--- src/design/aabb_pkg.sv ---
`timescale 1ns / 1ps

package aabb_pkg;

	// configuration register indexes
	localparam int CFG_INDEX_W = 2;
	localparam int CFG_DATA_W  = 30;

	localparam logic [CFG_INDEX_W-1:0] CFG_HALF_X = 2'd0;
	localparam logic [CFG_INDEX_W-1:0] CFG_HALF_Y = 2'd1;
	localparam logic [CFG_INDEX_W-1:0] CFG_HALF_Z = 2'd2;

	// push axis codes as seen on the result channel
	typedef enum logic [1:0] {
		AXIS_NONE = 2'd0,
		AXIS_X    = 2'd1,
		AXIS_Y    = 2'd2,
		AXIS_Z    = 2'd3
	} axis_t;

	// body half extents, Q14.16 unsigned
	typedef struct packed {
		logic [CFG_DATA_W-1:0] x;
		logic [CFG_DATA_W-1:0] y;
		logic [CFG_DATA_W-1:0] z;
	} half_ext_t;

	// outcome of one obstacle test
	typedef struct packed {
		logic  pushed;
		axis_t axis;
	} push_stat_t;

endpackage

--- src/design/aabb_cfg_regs.sv ---
`timescale 1ns / 1ps

module aabb_cfg_regs
	import aabb_pkg::*;
(
	input  logic                   clk,
	input  logic                   arst_n,
	input  logic                   cfg_valid,
	output logic                   cfg_ready,
	input  logic [CFG_INDEX_W-1:0] cfg_index,
	input  logic [CFG_DATA_W-1:0]  cfg_data,
	output half_ext_t              half_ext
);

	half_ext_t half_ext_q;

	// writes are always taken
	assign cfg_ready = 1'b1;

	// register file, unknown indexes are dropped
	always_ff @(posedge clk or negedge arst_n) begin
		if (!arst_n) begin
			half_ext_q <= '0;
		end else if (cfg_valid) begin
			unique case (cfg_index)
				CFG_HALF_X: half_ext_q.x <= cfg_data;
				CFG_HALF_Y: half_ext_q.y <= cfg_data;
				CFG_HALF_Z: half_ext_q.z <= cfg_data;
				default: ;
			endcase
		end
	end

	assign half_ext = half_ext_q;

endmodule

--- src/design/aabb_resolve_core.sv ---
`timescale 1ns / 1ps

module aabb_resolve_core
	import aabb_pkg::*;
#(
	parameter int COORD_WIDTH = 32
) (
	input  logic                          first,
	input  logic signed [31:0]            start_x,
	input  logic signed [31:0]            start_y,
	input  logic signed [31:0]            start_z,
	input  logic                          has_obstacle,
	input  logic signed [31:0]            obstacle_min_x,
	input  logic signed [31:0]            obstacle_min_y,
	input  logic signed [31:0]            obstacle_min_z,
	input  logic signed [31:0]            obstacle_max_x,
	input  logic signed [31:0]            obstacle_max_y,
	input  logic signed [31:0]            obstacle_max_z,
	input  half_ext_t                     half_ext,
	input  logic signed [COORD_WIDTH-1:0] body_x,
	input  logic signed [COORD_WIDTH-1:0] body_y,
	input  logic signed [COORD_WIDTH-1:0] body_z,
	output logic signed [COORD_WIDTH-1:0] next_x,
	output logic signed [COORD_WIDTH-1:0] next_y,
	output logic signed [COORD_WIDTH-1:0] next_z,
	output push_stat_t                    stat
);

	// working width: position range plus room for extents, overlaps and sums
	localparam int EW = ((COORD_WIDTH > 32) ? COORD_WIDTH : 32) + 4;

	localparam logic signed [EW-1:0] CMAX = {{(EW-COORD_WIDTH+1){1'b0}}, {(COORD_WIDTH-1){1'b1}}};
	localparam logic signed [EW-1:0] CMIN = ~CMAX;
	localparam logic signed [EW-1:0] ZERO = '0;

	function automatic logic signed [COORD_WIDTH-1:0] sat_cw(input logic signed [EW-1:0] v);
		logic signed [COORD_WIDTH-1:0] r;
		if (v > CMAX) begin
			r = CMAX[COORD_WIDTH-1:0];
		end else if (v < CMIN) begin
			r = CMIN[COORD_WIDTH-1:0];
		end else begin
			r = v[COORD_WIDTH-1:0];
		end
		return r;
	endfunction

	function automatic logic signed [EW-1:0] min_e(input logic signed [EW-1:0] a,
		input logic signed [EW-1:0] b);
		return (a < b) ? a : b;
	endfunction

	function automatic logic signed [EW-1:0] max_e(input logic signed [EW-1:0] a,
		input logic signed [EW-1:0] b);
		return (a > b) ? a : b;
	endfunction

	logic signed [COORD_WIDTH-1:0] cur_x, cur_y, cur_z, sat_y, push_y;
	logic signed [EW-1:0] cx, cy, cz;
	logic signed [EW-1:0] hx, hy2, hz;
	logic signed [EW-1:0] bminx, bminy, bminz, bmaxx, bmaxy, bmaxz;
	logic signed [EW-1:0] aminx, aminy, aminz, amaxx, amaxy, amaxz;
	logic signed [EW-1:0] ox, oy, oz;
	logic signed [EW-1:0] px, py, pz;
	logic                 negx, negy, negz;
	logic                 hit, sel_x, sel_y;

	// start position load with floor clamp on y
	always_comb begin
		sat_y = sat_cw(EW'(start_y));
		cur_x = first ? sat_cw(EW'(start_x)) : body_x;
		cur_y = first ? ((sat_y < 0) ? '0 : sat_y) : body_y;
		cur_z = first ? sat_cw(EW'(start_z)) : body_z;
	end

	// body and obstacle boxes at working width
	always_comb begin
		cx    = EW'(cur_x);
		cy    = EW'(cur_y);
		cz    = EW'(cur_z);
		hx    = signed'({{(EW-CFG_DATA_W){1'b0}}, half_ext.x});
		hy2   = signed'({{(EW-CFG_DATA_W-1){1'b0}}, half_ext.y, 1'b0});
		hz    = signed'({{(EW-CFG_DATA_W){1'b0}}, half_ext.z});
		bminx = EW'(obstacle_min_x);
		bminy = EW'(obstacle_min_y);
		bminz = EW'(obstacle_min_z);
		bmaxx = EW'(obstacle_max_x);
		bmaxy = EW'(obstacle_max_y);
		bmaxz = EW'(obstacle_max_z);
		aminx = cx - hx;
		amaxx = cx + hx;
		aminy = cy;
		amaxy = cy + hy2;
		aminz = cz - hz;
		amaxz = cz + hz;
	end

	// per-axis overlap and push direction from centre sums
	always_comb begin
		ox   = min_e(amaxx, bmaxx) - max_e(aminx, bminx);
		oy   = min_e(amaxy, bmaxy) - max_e(aminy, bminy);
		oz   = min_e(amaxz, bmaxz) - max_e(aminz, bminz);
		negx = (aminx + amaxx) < (bminx + bmaxx);
		negy = (aminy + amaxy) < (bminy + bmaxy);
		negz = (aminz + amaxz) < (bminz + bmaxz);
		px   = cx + (negx ? -ox : ox);
		py   = cy + (negy ? -oy : oy);
		pz   = cz + (negz ? -oz : oz);
	end

	// least overlap axis, ties go to x then y
	always_comb begin
		hit   = has_obstacle && (ox > ZERO) && (oy > ZERO) && (oz > ZERO);
		sel_x = (ox <= oy) && (ox <= oz);
		sel_y = !sel_x && (oy <= oz);
		push_y = sat_cw(py);
		next_x = cur_x;
		next_y = cur_y;
		next_z = cur_z;
		stat.pushed = hit;
		stat.axis   = AXIS_NONE;
		if (hit) begin
			if (sel_x) begin
				next_x    = sat_cw(px);
				stat.axis = AXIS_X;
			end else if (sel_y) begin
				next_y    = (push_y < 0) ? '0 : push_y;
				stat.axis = AXIS_Y;
			end else begin
				next_z    = sat_cw(pz);
				stat.axis = AXIS_Z;
			end
		end
	end

endmodule

--- src/design/aabb_push_out_resolver_top.sv ---
`timescale 1ns / 1ps

// Box push-out resolver: moves a body box out of a stream of obstacle boxes.
// Item channel (item_valid / item_stall) carries one obstacle per transfer;
// first loads the start position, last_obstacle marks the end of a run.
// Result channel (res_valid / res_stall) returns one position per item, with
// pushed, push_axis and done_res echoing last_obstacle.
// Configuration channel (cfg_valid / cfg_ready) writes the three half extents
// at index 0, 1, 2; write only while no item is in flight.
// An item goes through the input register, then the result register; a
// stall on the result side can hold it in either register.
// Throughput: one item per cycle while the receiver does not stall, set by
// the single position update loop through the resolve logic.
// Reset clears the position to the origin, the half extents to zero and
// empties both registers. When the receiver stalls, the result register
// holds and one more item can still be taken into the input register;
// after that item_stall rises until the result is taken.
module aabb_push_out_resolver_top
	import aabb_pkg::*;
#(
	parameter int COORD_WIDTH = 32
) (
	input  logic                   clk,
	input  logic                   arst_n,
	input  logic                   cfg_valid,
	output logic                   cfg_ready,
	input  logic [CFG_INDEX_W-1:0] cfg_index,
	input  logic [CFG_DATA_W-1:0]  cfg_data,
	input  logic                   item_valid,
	output logic                   item_stall,
	input  logic                   first,
	input  logic signed [31:0]     start_x,
	input  logic signed [31:0]     start_y,
	input  logic signed [31:0]     start_z,
	input  logic                   has_obstacle,
	input  logic signed [31:0]     obstacle_min_x,
	input  logic signed [31:0]     obstacle_min_y,
	input  logic signed [31:0]     obstacle_min_z,
	input  logic signed [31:0]     obstacle_max_x,
	input  logic signed [31:0]     obstacle_max_y,
	input  logic signed [31:0]     obstacle_max_z,
	input  logic                   last_obstacle,
	output logic                   res_valid,
	input  logic                   res_stall,
	output logic signed [31:0]     resolved_x,
	output logic [30:0]            resolved_y,
	output logic signed [31:0]     resolved_z,
	output logic                   pushed,
	output logic [1:0]             push_axis,
	output logic                   done_res
);

	localparam int EW = ((COORD_WIDTH > 32) ? COORD_WIDTH : 32) + 1;

	localparam logic signed [EW-1:0] OMAX = {{(EW-31){1'b0}}, {31{1'b1}}};
	localparam logic signed [EW-1:0] OMIN = ~OMAX;

	function automatic logic signed [31:0] clamp_out(input logic signed [EW-1:0] v);
		logic signed [31:0] r;
		if (v > OMAX) begin
			r = OMAX[31:0];
		end else if (v < OMIN) begin
			r = OMIN[31:0];
		end else begin
			r = v[31:0];
		end
		return r;
	endfunction

	half_ext_t half_ext;

	logic                 vld_s1;
	logic                 first_s1, has_obs_s1, last_s1;
	logic signed [31:0]   start_x_s1, start_y_s1, start_z_s1;
	logic signed [31:0]   min_x_s1, min_y_s1, min_z_s1;
	logic signed [31:0]   max_x_s1, max_y_s1, max_z_s1;

	logic signed [COORD_WIDTH-1:0] body_x_q, body_y_q, body_z_q;
	logic signed [COORD_WIDTH-1:0] next_x, next_y, next_z;
	logic signed [31:0]            out_y;
	push_stat_t                    stat;

	logic                 res_valid_q;
	logic signed [31:0]   res_x_q, res_z_q;
	logic [30:0]          res_y_q;
	push_stat_t           stat_q;
	logic                 done_q;

	logic out_free, item_xfer, adv;

	aabb_cfg_regs u_cfg (
		.clk       (clk),
		.arst_n    (arst_n),
		.cfg_valid (cfg_valid),
		.cfg_ready (cfg_ready),
		.cfg_index (cfg_index),
		.cfg_data  (cfg_data),
		.half_ext  (half_ext)
	);

	// handshake: result register free or draining this cycle
	assign out_free   = !res_valid_q || !res_stall;
	assign adv        = vld_s1 && out_free;
	assign item_stall = vld_s1 && !out_free;
	assign item_xfer  = item_valid && !item_stall;

	// input register valid, loads whenever the input side is open
	always_ff @(posedge clk or negedge arst_n) begin
		if (!arst_n) begin
			vld_s1 <= 1'b0;
		end else if (!item_stall) begin
			vld_s1 <= item_valid;
		end
	end

	// input register payload
	always_ff @(posedge clk) begin
		if (item_xfer) begin
			first_s1   <= first;
			has_obs_s1 <= has_obstacle;
			last_s1    <= last_obstacle;
			start_x_s1 <= start_x;
			start_y_s1 <= start_y;
			start_z_s1 <= start_z;
			min_x_s1   <= obstacle_min_x;
			min_y_s1   <= obstacle_min_y;
			min_z_s1   <= obstacle_min_z;
			max_x_s1   <= obstacle_max_x;
			max_y_s1   <= obstacle_max_y;
			max_z_s1   <= obstacle_max_z;
		end
	end

	aabb_resolve_core #(
		.COORD_WIDTH (COORD_WIDTH)
	) u_core (
		.first          (first_s1),
		.start_x        (start_x_s1),
		.start_y        (start_y_s1),
		.start_z        (start_z_s1),
		.has_obstacle   (has_obs_s1),
		.obstacle_min_x (min_x_s1),
		.obstacle_min_y (min_y_s1),
		.obstacle_min_z (min_z_s1),
		.obstacle_max_x (max_x_s1),
		.obstacle_max_y (max_y_s1),
		.obstacle_max_z (max_z_s1),
		.half_ext       (half_ext),
		.body_x         (body_x_q),
		.body_y         (body_y_q),
		.body_z         (body_z_q),
		.next_x         (next_x),
		.next_y         (next_y),
		.next_z         (next_z),
		.stat           (stat)
	);

	// body position state
	always_ff @(posedge clk or negedge arst_n) begin
		if (!arst_n) begin
			body_x_q <= '0;
			body_y_q <= '0;
			body_z_q <= '0;
		end else if (adv) begin
			body_x_q <= next_x;
			body_y_q <= next_y;
			body_z_q <= next_z;
		end
	end

	// y is never negative, so only the upper clamp matters
	assign out_y = clamp_out(EW'(next_y));

	// result register valid
	always_ff @(posedge clk or negedge arst_n) begin
		if (!arst_n) begin
			res_valid_q <= 1'b0;
		end else if (out_free) begin
			res_valid_q <= vld_s1;
		end
	end

	// result register payload
	always_ff @(posedge clk) begin
		if (adv) begin
			res_x_q <= clamp_out(EW'(next_x));
			res_y_q <= out_y[30:0];
			res_z_q <= clamp_out(EW'(next_z));
			stat_q  <= stat;
			done_q  <= last_s1;
		end
	end

	assign res_valid  = res_valid_q;
	assign resolved_x = res_x_q;
	assign resolved_y = res_y_q;
	assign resolved_z = res_z_q;
	assign pushed     = stat_q.pushed;
	assign push_axis  = stat_q.axis;
	assign done_res   = done_q;

`ifndef SYNTHESIS
	// pushed and a nonzero axis always come together
	assert property (@(posedge clk) disable iff (!arst_n)
		res_valid |-> (pushed == (stat_q.axis != AXIS_NONE)))
		else $error("pushed flag and push axis disagree");

	// the floor clamp keeps the stored position on or above zero
	assert property (@(posedge clk) disable iff (!arst_n)
		!body_y_q[COORD_WIDTH-1])
		else $error("body y below floor");

	// an item that leaves the input register shows up as a result
	assert property (@(posedge clk) disable iff (!arst_n)
		adv |=> res_valid)
		else $error("advanced item produced no result");

	// a stalled result keeps the input side from overwriting a held item
	assert property (@(posedge clk) disable iff (!arst_n)
		(vld_s1 && res_valid && res_stall) |-> item_stall)
		else $error("input register overrun while result stalled");
`endif

endmodule

--- config.mk ---
export PLATFORM = sky130hd
export DESIGN_NAME = aabb_push_out_resolver_top
export DESIGN_NICKNAME = d
export VERILOG_FILES = /design/src/design/aabb_pkg.sv /design/src/design/aabb_cfg_regs.sv /design/src/design/aabb_resolve_core.sv /design/src/design/aabb_push_out_resolver_top.sv
export SDC_FILE = /design/constraint.sdc
export NUM_CORES = 2
export LEC_CHECK = 0
export BUFFER_PORTS_ARGS = -buffer_cell sky130_fd_sc_hd__buf_2
export CAP_MARGIN = 20
export CELL_PAD_IN_SITES_DETAIL_PLACEMENT = 1
export CELL_PAD_IN_SITES_GLOBAL_PLACEMENT = 1
export CORE_MARGIN = 2
export CORE_UTILIZATION = 52
export CTS_CLUSTER_SIZE = 30
export DETAILED_ROUTE_END_ITERATION = 10
export GPL_TIMING_DRIVEN = 0
export PLACE_DENSITY = 0.95
export SYNTH_ARGS = -nofsm -noshare
export SYNTH_HDL_FRONTEND = slang
export SYNTH_SLANG_ARGS = --single-unit
--- constraint.sdc ---
create_clock -name clk -period 19.8 [get_ports clk]
set_input_delay 0 -clock clk [delete_from_list [all_inputs] [get_ports clk]]
set_output_delay 0 -clock clk [all_outputs]
set_load 0.01 [all_outputs]
### After elaboration in Yosys (flattened, before gate mapping)

Index checks and enable logic that the tools add are counted.

| word-level totals | value |
|---|---|
| register bits | 578 |
| output and inout port bits | 102 |
| word-level logic and storage cells | 143 |

| cells by class | value |
|---|---|
| add/sub/neg operators | 20 |
| magnitude comparators | 35 |
| multiplexer cells | 39 |
| equal/unequal tests | 2 |
| reductions and logical operators | 19 |
| bitwise logic cells | 1 |

Operator list:

| cell | count |
|---|---|
| 32-bit 2-to-1 mux | 27 |
| 36-bit 2-to-1 mux | 9 |
| 32-bit > comparator, second input constant | 6 |
| 32-bit < comparator, second input constant | 6 |
| 32-bit by 32-bit adder with 33-bit output | 4 |
| 32-bit by 36-bit adder with 36-bit output | 3 |
| 36-bit by 1-bit > comparator with 1-bit output, second input constant | 3 |
| 36-bit by 32-bit > comparator with 1-bit output, second input constant | 3 |
| 36-bit <= comparator | 3 |
| 36-bit by 32-bit < comparator with 1-bit output, second input constant | 3 |
| 36-bit < comparator | 3 |
| 36-bit negation | 3 |
| 36-bit subtractor | 3 |
| 33-bit by 32-bit < comparator with 1-bit output | 3 |
| 33-bit by 33-bit adder with 34-bit output | 2 |
| 32-bit by 31-bit adder with 33-bit output | 2 |
| 33-bit by 32-bit > comparator with 1-bit output | 2 |
| 32-bit by 31-bit subtractor with 33-bit output | 2 |
| 32-bit by 1-bit < comparator with 1-bit output, second input constant | 2 |
| 32-bit by 33-bit adder with 34-bit output | 1 |
| 32-bit > comparator | 1 |
| 31-bit 2-to-1 mux | 1 |
| 1-bit logical AND | 8 |
| 2-bit AND reduction | 3 |
| 8 further kinds | 13 |

### Longest topological paths before layout

| logic depth | value |
|---|---|
| depth after elaboration | 23 |
| mapped depth | 65 |

### Cells and area by module

Synthesis repeated with hierarchy kept, for this count alone.

| unflattened totals | value |
|---|---|
| cells, all modules | 7040 |
| area, all modules | 63148.1 um^2 |

By module, submodules not included:

| module | sequential area each (um^2) | area an instance (um^2) | times used | cells each |
|---|---|---|---|---|
| aabb_resolve_core | 0.0 | 44063.5 | 1 | 6151 |
| aabb_push_out_resolver_top | 14163.6 | 15716.3 | 1 | 695 |
| aabb_cfg_regs | 2252.2 | 3368.2 | 1 | 194 |

### Worst setup path after synthesis

No wires, ideal clock.

| path | value |
|---|---|
| kind | register to register |
| from | register first_s1 |
| to | register res_z_q[20], in the netlist resolved_z[20], data pin |
| required time | 19.541 ns |
| arrival time | 12.898 ns |
| stages on the path, launching flop included | 65 |
| library setup time | 0.259 ns |
| setup slack | 6.643 ns |
| cells stage by stage | edfxtp_1 -> clkbuf_1 -> buf_1 -> clkbuf_1 -> buf_1 -> mux2i_1 -> inv_1 -> ha_1 -> inv_1 -> fa_1 -> o21bai_1 -> a21oi_1 -> o21bai_1 -> a21o_1 -> a21oi_1 -> o211ai_1 -> a31oi_1 -> o41a_1 -> [... 29 more ...] -> xor2_1 -> ha_1 -> a21o_1 -> a21o_1 -> a21o_1 -> a21o_1 -> a21oi_1 -> o21ai_0 -> a21o_1 -> a31o_2 -> a21oi_1 -> o311ai_0 -> nor4_1 -> nor3_2 -> nor3_1 -> buf_2 -> buf_4 -> a21oi_1 |

| between the ends | value |
|---|---|
| word-level cells in the longest chain between the ends | 16 |
| elaborated cells on any way between the ends | 50 |
| those cells by class | add/sub (11); order compare (17); mux (16); reduce/logical (6) |

RTL lines:

| element | line | source |
|---|---|---|
| start, declared | aabb_push_out_resolver_top.sv:73 | `logic first_s1, has_obs_s1, last_s1;` |
| start signal, assigned | aabb_push_out_resolver_top.sv:119 | `first_s1 <= first;` |
| 32-bit 2-to-1 mux | aabb_resolve_core.sv:73 | `cur_z = first ? sat_cw(EW'(start_z)) : body_z;` |
| 32-bit by 31-bit adder with 33-bit output / 32-bit by 31-bit subtractor with 33-bit output (equally long branches) | aabb_resolve_core.sv:95, aabb_resolve_core.sv:94 |  |
| 33-bit by 32-bit < comparator with 1-bit output / 33-bit by 32-bit > comparator with 1-bit output (equally long branches) | aabb_resolve_core.sv:50, aabb_resolve_core.sv:55 |  |
| 36-bit 2-to-1 mux (on tied branches) | aabb_resolve_core.sv:50, aabb_resolve_core.sv:55 |  |
| 36-bit subtractor | aabb_resolve_core.sv:102 | `oz = min_e(amaxz, bmaxz) - max_e(aminz, bminz);` |
| 36-bit negation | aabb_resolve_core.sv:108 | `pz = cz + (negz ? -oz : oz);` |
| 36-bit 2-to-1 mux | aabb_resolve_core.sv:108 |  |
| 32-bit by 36-bit adder with 36-bit output | aabb_resolve_core.sv:108 |  |
| 36-bit by 32-bit < comparator with 1-bit output | aabb_resolve_core.sv:40 | `end else if (v < CMIN) begin` |
| 32-bit 2-to-1 mux | aabb_resolve_core.sv:40 |  |
| 32-bit 2-to-1 mux | aabb_resolve_core.sv:38 | `if (v > CMAX) begin` |
| 32-bit 2-to-1 mux | aabb_resolve_core.sv:126 | `end else if (sel_y) begin` |
| 32-bit 2-to-1 mux | aabb_resolve_core.sv:123 | `if (sel_x) begin` |
| 32-bit 2-to-1 mux (*) | aabb_resolve_core.sv:122 | `if (hit) begin` |
| 32-bit < comparator | aabb_push_out_resolver_top.sv:62 | `end else if (v < OMIN) begin` |
| 32-bit 2-to-1 mux | aabb_push_out_resolver_top.sv:62 |  |
| end signal, assigned | aabb_push_out_resolver_top.sv:188 | `res_z_q <= clamp_out(EW'(next_z));` |
| end, declared | aabb_push_out_resolver_top.sv:84 | `logic signed [31:0] res_x_q, res_z_q;` |

Every way passes the cells marked *; elsewhere a longest branch is shown, timed or not.
A chain may end at the register's enable or synchronous reset.

### Worst setup path after layout

| path | value |
|---|---|
| from | register first_s1 |
| to | register body_y_q[27] |

| between the ends | value |
|---|---|
| word-level cells in the longest chain between the ends | 16 |
| elaborated cells on any way between the ends | 49 |
| those cells by class | add/sub (11); order compare (16); mux (16); reduce/logical (6) |

RTL lines:

| element | line | source |
|---|---|---|
| 32-bit 2-to-1 mux | aabb_resolve_core.sv:72 | `cur_y = first ? ((sat_y < 0) ? '0 : sat_y) : body_y;` |
| 32-bit by 32-bit adder with 33-bit output | aabb_resolve_core.sv:93 | `amaxy = cy + hy2;` |
| 33-bit by 32-bit < comparator with 1-bit output | aabb_resolve_core.sv:50 | `return (a < b) ? a : b;` |
| 36-bit 2-to-1 mux | aabb_resolve_core.sv:50 |  |
| 36-bit subtractor | aabb_resolve_core.sv:101 | `oy = min_e(amaxy, bmaxy) - max_e(aminy, bminy);` |
| 36-bit negation | aabb_resolve_core.sv:107 | `py = cy + (negy ? -oy : oy);` |
| 36-bit 2-to-1 mux | aabb_resolve_core.sv:107 |  |
| 32-bit by 36-bit adder with 36-bit output | aabb_resolve_core.sv:107 |  |
| 36-bit by 32-bit < comparator with 1-bit output | aabb_resolve_core.sv:40 |  |
| 32-bit 2-to-1 mux | aabb_resolve_core.sv:40 |  |
| 32-bit 2-to-1 mux | aabb_resolve_core.sv:38 |  |
| 32-bit by 1-bit < comparator with 1-bit output | aabb_resolve_core.sv:127 | `next_y = (push_y < 0) ? '0 : push_y;` |
| 32-bit 2-to-1 mux | aabb_resolve_core.sv:127 |  |
| 32-bit 2-to-1 mux | aabb_resolve_core.sv:126 |  |
| 32-bit 2-to-1 mux | aabb_resolve_core.sv:123 |  |
| 32-bit 2-to-1 mux (*) | aabb_resolve_core.sv:122 |  |
| end signal, assigned | aabb_push_out_resolver_top.sv:166 | `body_y_q <= next_y;` |
| end, declared | aabb_push_out_resolver_top.sv:78 | `logic signed [COORD_WIDTH-1:0] body_x_q, body_y_q, body_z_q;` |

Marks and branches as above.

==> reports/metrics.cfg <==
[sta]
finalSetupViolCount=2
fin_ws_ns=-0.3748
relSlewSlack_pct=-44.30
tightest_slew_ns=2.164
fin_crit_ns=20.17
clock.fmax_mhz=49.57
hold_viol=0
slew_violations=4
period_share_pct=101.9
final.setup_skew_ns=0.06149

[route]
wl_per_cell_um=33.07
vias=69730
ant_nets=0
postRouteWirelength_um=326700
drc=0
drtIter0Drc=9353
drt-vias-per-instance=7.058
firstDrtPassIters=10

[clock_tree]
tritoncts=yes
clock_latency_ns=0.76
cts_max_level=3
clockBufferDepth=3
clock-root-buffer=clkbuf_16
cts_made_buffers=75
cts.clk_slew.worst_paths_ns=0.09
cts_setup_buffers=0
clkSinkCount=578

[grt]
grt.overflow.total=0
grt_antenna_before_repair=54
grt_max_degree=95
grt_pass1_wl_um=463900
grt_use_total_pct=50.49
grt_pass1_vias=71790

[yosys]
synth_warnings=0
synth-main-ff-cell=edfxtp_1
synth_area_mm2=0.06241
synth.avg_cell_area_um2=8.744
synth_area_leaders=ha_1, edfxtp_1, dfrtp_1, xnor2_1, a21oi_1
yosys.cell_types.count=105
yosysSeqAreaShare_pct=26.30
ys_seq_elements=578
synth_edf_count=390
synth_top_area_cell=ha_1
synthCells=7137
postSynth.asyncResetShare_pct=32.53
synth_top_area_share_pct=19.15
synth_nets=8436

[worst_setup_path]
required_ns=20.27
cp.arrival_ns=20.65
worstRegToRegCells=51
path_class=reg2reg
cpMostUsedCell=a21oi_1
start_kind=flop
slowest_delay_ns=1.76
cp-end-kind=flop
worst_path_max_delay_cell=a221oi_1
path_max_fanout=19

[final_layout]
layout-drive-gt1-share_pct=10.51
syn2layout_area_growth_pct=19.73
nets=9459
layout.cells.non_filler=9879

[outcome]
outcome=finished, violations left
violations=capacitance limit, slew limit, setup timing

[die]
ios=430
start_util_pct=52.23
core_region_area_mm2=0.1195
dieArea_mm2=0.1228
rows=127
die_y_um=350.4
die_x_um=350.4

[place]
gp_congestion=0.9904
dp_hpwl_um=214200
dpl.cell_count=9214
numPortBuffers=428

[hold_path]
worstHoldPathCells=2
hold_path_class=in2reg

[job]
drv_cap=2

stage by stage:
| stage | hold slack [ns] | setup TNS [ns] | util, % | worst slack, ns | instance area, um2 |
|---|---|---|---|---|---|
| detailed placement | 0.1251 | -27.71 | 56.10 | -0.8239 | 67040 |
| CTS | 0.00009071 | 0 | 62.13 | 0.02420 | 74250 |
| floorplan | -0.2956 | 0 | - | 6.643 | 62410 |
| finish | 0.002932 | -0.4668 | 62.53 | -0.3748 | 74720 |
| global placement | 0.1758 | -111.08 | 55.71 | -1.685 | 66570 |
| global route | 0.02233 | -0.2204 | 62.48 | -0.1441 | 74660 |
sequential cells by signal, indices dropped and copies added, names as in the netlist, 31 cells and up:
name            flops
body_y_q           32
max_y_s1           32
start_y_s1         32
resolved_z         32
min_y_s1           32
resolved_x         32
start_x_s1         32
u_cfg.half_ext     90
start_z_s1         32
resolved_y         31
min_z_s1           32
max_x_s1           32
body_z_q           32
min_x_s1           32
max_z_s1           32
body_x_q           32
placed cells by master, fill, tap and decap left out, types with 136 or more instances in the layout:
cell type / synthesis / layout
a21o_1: 291 / 291
edfxtp_1: 390 / 390
nand2_1: 407 / 407
mux2_2: 136 / 136
inv_1: 550 / 550
buf_2: 27 / 464
a21oi_1: 642 / 641
xor2_1: 188 / 187
dlygate4sd3_1: 0 / 471
nor2_1: 478 / 478
ha_1: 955 / 955
xnor2_1: 387 / 387
dfrtp_1: 188 / 188
mux2i_1: 142 / 142
nand3_1: 151 / 151
o21ai_0: 448 / 442
clkbuf_1: 162 / 167
final timing paths:
path | to | from | slack (ns)
worst min-delay path | max_z_s1[16]$_DFFE_PP_ | obstacle_max_z[16] | 0.003
worst max-delay path | body_y_q[27]$_DFFE_PN0P_ | first_s1$_DFFE_PP_ | -0.37
max in group asynchronous | u_cfg.half_ext[19]$_DFFE_PN0P_ | arst_n | 17.39
min in group asynchronous | u_cfg.half_ext[25]$_DFFE_PN0P_ | arst_n | 0.41
worst max register to register | body_y_q[27]$_DFFE_PN0P_ | first_s1$_DFFE_PP_ | -0.37
worst min register to register | body_x_q[24]$_DFFE_PN0P_ | body_x_q[24]$_DFFE_PN0P_ | 0.52
area by class of cell:
| class | instances | area (um2) |
|---|---|---|
| multi-input combinational | 5789 | 43130 |
| clock inverter | 43 | 606.8 |
| sequential | 578 | 16420 |
| timing repair buffer | 947 | 7411 |
| tap | 1612 | 2017 |
| fill | 13890 | 44770 |
| inverter | 557 | 2091 |
| clock buffer | 95 | 2056 |
| buffer | 212 | 883.3 |
| antenna | 46 | 115.1 |
cells by family (layout without fill, tap and decap cells):
logic type / Yosys count / count (layout) / share of synthesized area, %
AO/OA/AOI/OAI: 2208 / 2208 / 22.57
XOR/XNOR: 577 / 577 / 8.122
adder cells (fa/ha/maj): 971 / 971 / 19.66
buffers and inverters: 770 / 1854 / 4.739
flip-flops: 578 / 578 / 26.30
multiplexers: 281 / 281 / 4.804
other: 1 / 47 / 0.006009
AND/OR/NAND/NOR: 1751 / 1751 / 13.80
routing by layer:
metal	GRT usage, %	vias to the layer above	wire [um]
li1	-	28290	-
met1	56.03	33330	111800
met2	76.26	5822	137800
met5	0.1570	-	765
met3	18.38	2241	41540
met4	44.32	46	34870
synthesized netlist by cell type (all sizes together), types with 13 or more instances:
| library cell | n |
|---|---|
| a211oi | 40 |
| a2111oi | 17 |
| or3 | 64 |
| buf | 51 |
| a21oi | 644 |
| nor2b | 116 |
| clkbuf | 162 |
| nor3 | 113 |
| inv | 555 |
| mux2 | 138 |
| o211ai | 34 |
| nor2 | 478 |
| dfrtp | 188 |
| a211o | 22 |
| o21a | 104 |
| o31ai | 34 |
| o41ai | 20 |
| and2 | 28 |
| o21ai | 496 |
| a21boi | 51 |
| nand4 | 106 |
| a22o | 46 |
| a221oi | 28 |
| a31oi | 93 |
| fa | 16 |
| nand2 | 408 |
| o21bai | 109 |
| nor4 | 29 |
| a22oi | 18 |
| or2 | 30 |
| edfxtp | 390 |
| a311oi | 13 |
| nand2b | 105 |
| o2111ai | 13 |
| and3 | 52 |
| nand3 | 151 |
| xnor2 | 388 |
| mux2i | 142 |
| ha | 955 |
| xor2 | 189 |
| nor3b | 20 |
| o31a | 17 |
| a21o | 291 |
worst max-delay path: cells and delay by family, from the launching register on:
| family | cells | cell delay (ns) |
|---|---|---|
| buffers and inverters | 8 | 3.68 |
| xor gates and xnor gates | 1 | 0.17 |
| DFF | 1 | 0.41 |
| adders and majority gates | 4 | 1.61 |
| muxes | 3 | 1.42 |
| and+or+nand+nor | 8 | 1.96 |
| AOI/OAI and AO/OA | 27 | 10.57 |
timing repair:
action / in CTS / in global routing
setup endpoints to repair: 89 / 92
hold buffers: 454 / 17
gates resized for setup: 2 / 34
pin swaps: 0 / 0
endpoints found under the hold margin: 507 / 17
Power is not shown: default switching activity piles up to over one toggle a cycle in this logic, so the estimate is an artifact.
